[src/hdl/bb3_pkg.sv]
`default_nettype none

package bb3_pkg;

  // input transfer payload
  typedef struct packed {
    logic       command;
    logic [7:0] red;
    logic [7:0] green;
    logic [7:0] blue;
    logic [7:0] alpha;
  } in_item_t;

  // result transfer payload
  typedef struct packed {
    logic [7:0] out_red;
    logic [7:0] out_green;
    logic [7:0] out_blue;
    logic [7:0] out_alpha;
    logic       frame_end;
  } out_item_t;

  // command codes
  localparam logic CMD_PIXEL = 1'b0;
  localparam logic CMD_FLUSH = 1'b1;

  // register indexes, taken from paddr bit 2
  localparam logic REG_WIDTH  = 1'b0;
  localparam logic REG_HEIGHT = 1'b1;

  // configuration port geometry
  localparam int CFG_AW = 3;
  localparam int CFG_DW = 32;

  localparam logic [12:0] WIDTH_RESET  = 13'd640;
  localparam logic [15:0] HEIGHT_RESET = 16'd480;

  // sum widths: three pixels per column, nine per window
  localparam int COL_SUM_W = 10;
  localparam int SUM_W     = 12;

  // reciprocals scaled by 2^16, exact for sums up to nine full-scale pixels
  localparam int          RECIP_SHIFT = 16;
  localparam logic [13:0] RECIP_9     = 14'd7282;
  localparam logic [13:0] RECIP_6     = 14'd10923;

  typedef enum logic [1:0] {
    DIV_9,
    DIV_6,
    DIV_4
  } div_sel_t;

  typedef logic [COL_SUM_W-1:0] col_sum_t;

  // column sums of one window plus what the divide stage needs
  typedef struct packed {
    col_sum_t [2:0][2:0] col_sum;   // [column][channel]
    logic                use_left;
    logic                use_right;
    div_sel_t            div_sel;
    logic [7:0]          alpha;
    logic                frame_end;
  } cols_t;

endpackage

`default_nettype wire

[src/hdl/bb3_mean.sv]
`default_nettype none

module bb3_mean
  import bb3_pkg::*;
(
  input  wire logic      clk,
  input  wire logic      rst_n,
  input  wire logic      cols_valid,
  output logic           cols_stall,
  input  wire cols_t     cols,
  output logic           res_valid,
  input  wire logic      res_stall,
  output out_item_t      res
);

  localparam int PROD_W = SUM_W + 14;

  logic                   sum_v_r;
  logic [2:0][SUM_W-1:0]  sum_r;
  logic [2:0][SUM_W-1:0]  sum_nxt;
  div_sel_t               div_r;
  logic [7:0]             alpha_r;
  logic                   fe_r;

  logic                   res_v_r;
  out_item_t              res_r;
  out_item_t              res_nxt;

  logic                   out_ready;
  logic                   sum_ready;
  logic [13:0]            recip;
  logic [2:0][PROD_W-1:0] prod;
  logic [2:0][7:0]        mean;

  // ready chain from the output register back
  assign out_ready  = !res_v_r || !res_stall;
  assign sum_ready  = !sum_v_r || out_ready;
  assign cols_stall = !sum_ready;

  // window sum: clipped side columns drop out
  always_comb begin
    for (int ch = 0; ch < 3; ch++) begin
      sum_nxt[ch] = (cols.use_left ? SUM_W'(cols.col_sum[0][ch]) : '0)
                  + SUM_W'(cols.col_sum[1][ch])
                  + (cols.use_right ? SUM_W'(cols.col_sum[2][ch]) : '0);
    end
  end

  // divide by 9 or 6 through a reciprocal, by 4 through a shift
  assign recip = (div_r == DIV_9) ? RECIP_9 : RECIP_6;

  always_comb begin
    for (int ch = 0; ch < 3; ch++) begin
      prod[ch] = PROD_W'(sum_r[ch]) * PROD_W'(recip);
      case (div_r)
        DIV_9:   mean[ch] = prod[ch][RECIP_SHIFT +: 8];
        DIV_6:   mean[ch] = prod[ch][RECIP_SHIFT +: 8];
        DIV_4:   mean[ch] = sum_r[ch][2 +: 8];
        default: mean[ch] = sum_r[ch][2 +: 8];
      endcase
    end
  end

  always_comb begin
    res_nxt.out_red   = mean[0];
    res_nxt.out_green = mean[1];
    res_nxt.out_blue  = mean[2];
    res_nxt.out_alpha = alpha_r;
    res_nxt.frame_end = fe_r;
  end

  // stage valids
  always_ff @(posedge clk) begin
    if (!rst_n) begin
      sum_v_r <= 1'b0;
      res_v_r <= 1'b0;
    end else begin
      if (sum_ready) begin
        sum_v_r <= cols_valid;
      end
      if (out_ready) begin
        res_v_r <= sum_v_r;
      end
    end
  end

  // stage payloads
  always_ff @(posedge clk) begin
    if (cols_valid && sum_ready) begin
      sum_r   <= sum_nxt;
      div_r   <= cols.div_sel;
      alpha_r <= cols.alpha;
      fe_r    <= cols.frame_end;
    end
    if (sum_v_r && out_ready) begin
      res_r <= res_nxt;
    end
  end

  assign res_valid = res_v_r;
  assign res       = res_r;

endmodule

`default_nettype wire

[config.mk]
export PLATFORM = sky130hd
export DESIGN_NAME = bb3_mean
export DESIGN_NICKNAME = d
export VERILOG_FILES = /design/src/hdl/bb3_pkg.sv /design/src/hdl/bb3_mean.sv
export SDC_FILE = /design/constraint.sdc
export NUM_CORES = 1
export LEC_CHECK = 0
export ABC_CLOCK_PERIOD_IN_PS = 19000
export BUFFER_PORTS_ARGS = -buffer_cell sky130_fd_sc_hd__buf_2
export CORE_MARGIN = 2
export CORE_UTILIZATION = 65
export DETAILED_ROUTE_END_ITERATION = 8
export PLACE_DENSITY = 0.83
export SLEW_MARGIN = 20
export SYNTH_ARGS = -nofsm -noshare
export SYNTH_HDL_FRONTEND = slang
export SYNTH_SLANG_ARGS = --single-unit
export TNS_END_PERCENT = 10
[constraint.sdc]
create_clock -name clk -period 19 [get_ports clk]
set_clock_uncertainty 0.15 [all_clocks]
set_input_delay 2.85 -clock clk [delete_from_list [all_inputs] [get_ports clk]]
set_output_delay 2.85 -clock clk [all_outputs]
set_load 0.005 [all_outputs]
==> flow_summary.ini, run 1 <==
[timing]
hold_viol_final = 0
maxSlewHeadroom = 0.438
fin_crit_ns = 6.54
tns_ns = 0
hold_ws_ns = 0.271
setup_viol = 0
fmaxAchievable_mhz = 153
rsz0062_at_grt = false
final-max-slew-violation-count = 0
worst_pin_slew_ns = 0.842
period_share = 0.344

[route]
ant_nets = 0
num_vias = 11300
drt-initial-drc-count = 833
dr.pass1.iters = 5
viasPerCell = 5.45
wl_per_cell_um = 17.9
wl_um = 37000
remaining_drc_errors = 0

[clocking]
tritoncts = done
postCtsSetupRepairBufs = 0
cts_buffers = 9
clock_path_buffers = 2
cts_root_buffer = clkbuf_16
cts-resized-gates = 0
ctsHoldBuffers = 0
clk_pin_slew_ns = 0.08
cts_sinks = 82
clkLatencyLatePin_ns = 0.36
htree_levels = 3

[worst_setup_path]
critical_path_arrival_ns = 6.49
path_delay_family = adder cells
cp-end-kind = flop
rr_startpoint = div_r[1]
worstPathRequired_ns = 18.95
critPathSlowestCell = or2_2
cp-startpoint = div_r[1]
start_kind = flop
path_class = reg2reg
critical_path_buf_inv_count = 2
critPathMaxFanout = 48
worstPathCellList = or2_2 -> and2_1 -> fa_1 -> fa_1 -> fa_1 -> fa_1 -> inv_1 -> fa_1 -> inv_1 -> ha_1 -> a21o_1 -> a21oi_1 -> a21boi_0 -> o21ai_0 -> o221ai_2 -> nor3b_1 -> o31ai_2
cpPeakStageDelay_ns = 0.73
cpMostUsedCell = fa_1

[status]
status = completed

[min_path]
hold_class = reg2reg
worstHoldStart = fe_r

[final_layout]
finalInstanceArea_um2 = 16900
final_common_cell = inv_1
diodes = 0
area_delta_synth_final_pct = 9.46
drive_gt1_frac = 0.109
nets = 2326
final_cell_mix = inv_1 (415), fa_1 (249), ha_1 (225), buf_2 (141), nand2_1 (108)

[place]
dpl_cell_area_um2 = 16600
gp_congestion = 1.05
io_buffers = 141
dp_hpwl_um = 32200

[synthesis]
synthesis.area_um2 = 15400
ys_seq_elements = 82
synthArstFlopShare = 0
synth_cells = 1579
yosysUniqueCellTypes = 64
synth-edff-count = 80
yosysWarningCount = 0
synth_area_per_cell_um2 = 9.76
yosysSeqAreaShare = 0.158
ys.flop_type = edfxtp_1

[die]
start_util = 0.659
die_y_um = 158
die_area_um2 = 25000
coreArea_um2 = 23400
rows = 56
boundaryPins = 142
die_w_um = 158

[grt]
grt_max_degree = 52
grtUsageTotal = 0.319
grt_antenna_before_repair = 1
grt_first_pass_wirelength_um = 60200
overflow = 0
grt_pass1_vias = 12100

[flow_run]
drv_cap = 0
area by class of cell:
cell class / instances / area, um2
Clock buffer: 10 / 239
Clock inverter: 6 / 56.3
Fill cell: 1798 / 6530
Inverter: 415 / 1560
Multi-Input combinational cell: 1092 / 11400
Sequential cell: 82 / 2440
Tap cell: 319 / 399
Timing Repair Buffer: 145 / 736
routing by layer:
metal,GRT usage,wire length (um)
met1,0.421,15300
met2,0.542,18000
met3,0.0520,2650
met4,0.102,1070
met5,0,12
stage by stage:
stage	cells	util	setup slack [ns]
2_1_floorplan	1616	-	12.96
3_3_place_gp	2053	0.709	12.66
3_5_place_dp	2053	0.709	12.56
4_1_cts	2069	0.721	12.55
5_1_grt	2069	0.721	12.16
6_report	2069	0.721	12.46
synth_stat cells (all sizes together) (4+ instances only):
cell | number | area, um2
inv | 415 | 1560
fa | 249 | 4980
ha | 225 | 2820
nand2 | 108 | 405
and2 | 90 | 564
edfxtp | 80 | 2400
o21ai | 48 | 240
nor2 | 45 | 169
a21oi | 39 | 199
xnor2 | 36 | 315
a21o | 29 | 219
clkbuf | 27 | 131
xor2 | 23 | 201
nor3 | 15 | 75.1
or2 | 13 | 81.3
o21a | 11 | 82.6
nor2b | 10 | 62.6
and3 | 9 | 58.8
o31ai | 9 | 77.6
a211oi | 8 | 60.1
nand3 | 8 | 40.0
nand4 | 8 | 50.1
a21boi | 7 | 52.6
a31oi | 7 | 50.1
nand2b | 7 | 43.8
o211ai | 6 | 45.0
a2111oi | 4 | 35.0
path summary, 6_finish.rpt:
check | slack (ns) | to | cells past startpoint
min | 0.27 | res[0] | 0
min reg2reg | 0.27 | res[0] | 0
max reg2reg | 12.46 | res[29] | 17
max | 12.46 | res[29] | 17
kinds of logic (layout without fill, tap and decap cells):
kind of cell	Yosys count	after routing	share of synthesized area
XOR/XNOR	59	59	0.0335
AO/OA/AOI/OAI	191	191	0.0831
multiplexers	1	1	0.000730
other	2	39	0.000487
AND/OR/NAND/NOR	328	328	0.108
flip-flops	82	82	0.158
adder cells (fa/ha/maj)	474	474	0.506
buffers and inverters	442	576	0.110
registers in the layout, summed over array words and instances, names as in the netlist:
| register | count |
|---|---|
| res | 33 |
| alpha_r | 8 |
| div_r | 2 |
| res_valid | 1 |
| sum_r | 36 |
| sum_v_r | 1 |
| fe_r | 1 |
Power of run 1 is left out: the tool's default activity adds up to more than one toggle a clock period on the data nets, which glitch-free logic cannot reach.
==> inputs of run 2 (changes only) <==
Settings changed: ABC_AREA set to 1, ABC_CLOCK_PERIOD_IN_PS 19000 to 5900, CORE_UTILIZATION 65 to 57, PLACE_DENSITY 0.83 to 0.77.
Clock period 19 ns to 5.9 ns, I/O delays scaled along.
==> run 2 against run 1 <==
Effect of this change: final cell count is 24% higher; register-to-register slack worse by 12 ns; non-clock buffer count is 4 higher; routed wire length is 14% higher; worst setup slack worse by 12 ns; maximum frequency is 19% higher; critical endpoint is now res[16]; largest cell class unchanged.
==> flow_summary.ini, run 2 <==
[timing]
hold_viol_final = 0
worst_pin_slew_ns = 1.03
rsz0062_at_grt = false
setup_slack_ns = 0.395
maxSlewHeadroom = 0.314
period_share = 0.933
setup_viol = 0
tns_ns = 0
fin_crit_ns = 5.50
final-max-slew-violation-count = 0
fmaxAchievable_mhz = 182

[synthesis]
synth_top_cell_by_area = fa_1
yosys-top-cells-count = inv_1 (596), nand2_1 (335), fa_1 (249)
synth_area_leaders = fa_1 (30%), ha_1 (17%), edfxtp_1 (15%)
ys_seq_elements = 82
synth_cells = 2012
yosys.area_share.simple = 0.151
yosysWarningCount = 0
synthMuxAreaShare = 0
synth_area_per_cell_um2 = 8.23
synth-xor-area-share = 0.0264
synthesis.area_um2 = 16600
ys.flop_type = edfxtp_1
yosysSeqAreaShare = 0.147
synth_top_family_by_area = adder cells
synth_compound_area_frac = 0.0617
yosysMostFrequentCell = inv_1
yosysUniqueCellTypes = 38
synthAdderAreaFrac = 0.471
synthArstFlopShare = 0
synth-edff-count = 80
netlist.area_leader.share = 0.301

[route]
ant_nets = 0
num_vias = 13300
met2_length_um = 20400
wl_per_cell_um = 16.4
drt-initial-drc-count = 773
wl_met1_um = 17900
dr.pass1.iters = 5
highest_layer = met4
viasPerCell = 5.15
remaining_drc_errors = 0
met3WireLength_um = 2610
wl_um = 42200

[final_layout]
finalInstanceArea_um2 = 18200
drive_gt1_frac = 0.0831
largest_reg_flops = 36
diodes = 0
area_delta_synth_final_pct = 9.65
largest-register = sum_r
final_common_cell = inv_1
nets = 2765
final_cell_mix = inv_1 (595), nand2_1 (335), fa_1 (249), ha_1 (225), nor2_1 (156)

[grt]
grt_first_pass_wirelength_um = 69000
grt_pass1_vias = 14000
grt_max_degree = 48
overflow = 0
grt_antenna_before_repair = 0
grtUsageTotal = 0.290

[worst_setup_path]
path_class = reg2reg
start_kind = flop
worstPathRequired_ns = 5.88
cp-end-kind = flop
critical_path_arrival_ns = 5.48
critPathMaxFanout = 19

[clocking]
cts_buffers = 9
ctsHoldBuffers = 0
htree_levels = 3
postCtsSetupRepairBufs = 0
clock_path_buffers = 2
clk_pin_slew_ns = 0.08
cts_root_buffer = clkbuf_16
clkLatencyLatePin_ns = 0.37
cts_sinks = 82
tritoncts = done
cts-resized-gates = 0

[place]
dp_slack_ns = 0.435
gp_congestion = 1.00
io_buffers = 141
dpl_cell_area_um2 = 17900
dp_hpwl_um = 37000

[die]
die_area_um2 = 30400
rows = 62
coreArea_um2 = 28600
start_util = 0.579
boundaryPins = 142
die_w_um = 174
die_y_um = 174

[status]
status = completed

[flow_run]
drv_cap = 0

[min_path]
hold_class = reg2reg
[run 2: cell types whose count changed after synthesis, sizes merged, moves of 19 or more]
| cell | previous run | this run |
|---|---|---|
| a21o | 29 | 10 |
| a21oi | 39 | 77 |
| and2 | 90 | 0 |
| inv | 415 | 597 |
| nand2 | 108 | 336 |
| nand3 | 8 | 62 |
| nor2 | 45 | 160 |
| o21bai | 3 | 22 |
[run 2: final timing paths]
check / startpoint / end / slack [ns] / depth (start not counted)
worst max-delay path: div_r[1] / res[16] / 0.40 / 23
worst min-delay path: fe_r / res[0] / 0.27 / 0
worst max register to register: div_r[1] / res[16] / 0.40 / 23
worst min register to register: fe_r / res[0] / 0.27 / 0
[run 2: metal layers]
| layer | up-vias | global-route usage |
|---|---|---|
| met2 | 482 | 0.499 |
| li1 | 6375 | - |
| met1 | 6300 | 0.373 |
| met5 | - | 0 |
| met4 | 0 | 0.0973 |
| met3 | 95 | 0.0488 |
[run 2: area by class of cell]
class                           count  area, um2
Inverter                          597       2240
Tap cell                          384        480
Timing Repair Buffer              149        778
Sequential cell                    82       2440
Multi-Input combinational cell   1345      11900
Fill cell                        2434      10500
Clock buffer                        9        225
Clock inverter                      7       78.8
[run 2: logic make-up (layout without fill, tap and decap cells)]
kind of cell,count (synthesis),after routing
and+or+nand+nor,604,604
DFF,82,82
adders and majority gates,474,474
xor gates and xnor gates,50,50
AOI/OAI and AO/OA,178,178
buffers and inverters,622,762
other,2,39
[run 2: stage by stage]
stage,util,hold slack [ns],instances
2_1_floorplan,-,0.250,2049
3_3_place_gp,0.624,0.251,2557
3_5_place_dp,0.624,0.257,2557
4_1_cts,0.635,0.274,2573
5_1_grt,0.635,0.277,2573
6_report,0.635,0.272,2573
[run 2: worst max-delay path, cell delays in order (launching register included)]
cell and delay (ns):
edfxtp_1 0.47, nor2_8 0.16, inv_2 0.16, buf_4 0.23, nor2_1 0.12, fa_1 0.48
ha_1 0.35, inv_1 0.06, o21bai_1 0.17, fa_1 0.47, fa_1 0.56, inv_1 0.05
fa_1 0.47, inv_1 0.04, ha_1 0.31, nand2_1 0.09, nor2_1 0.15, nand4_1 0.16
nor2_1 0.12, nand2_1 0.08, nand3_1 0.13, nor2_1 0.05, o21ai_1 0.17, nand2_1 0.07
Power of run 2 is left out for the same reason.
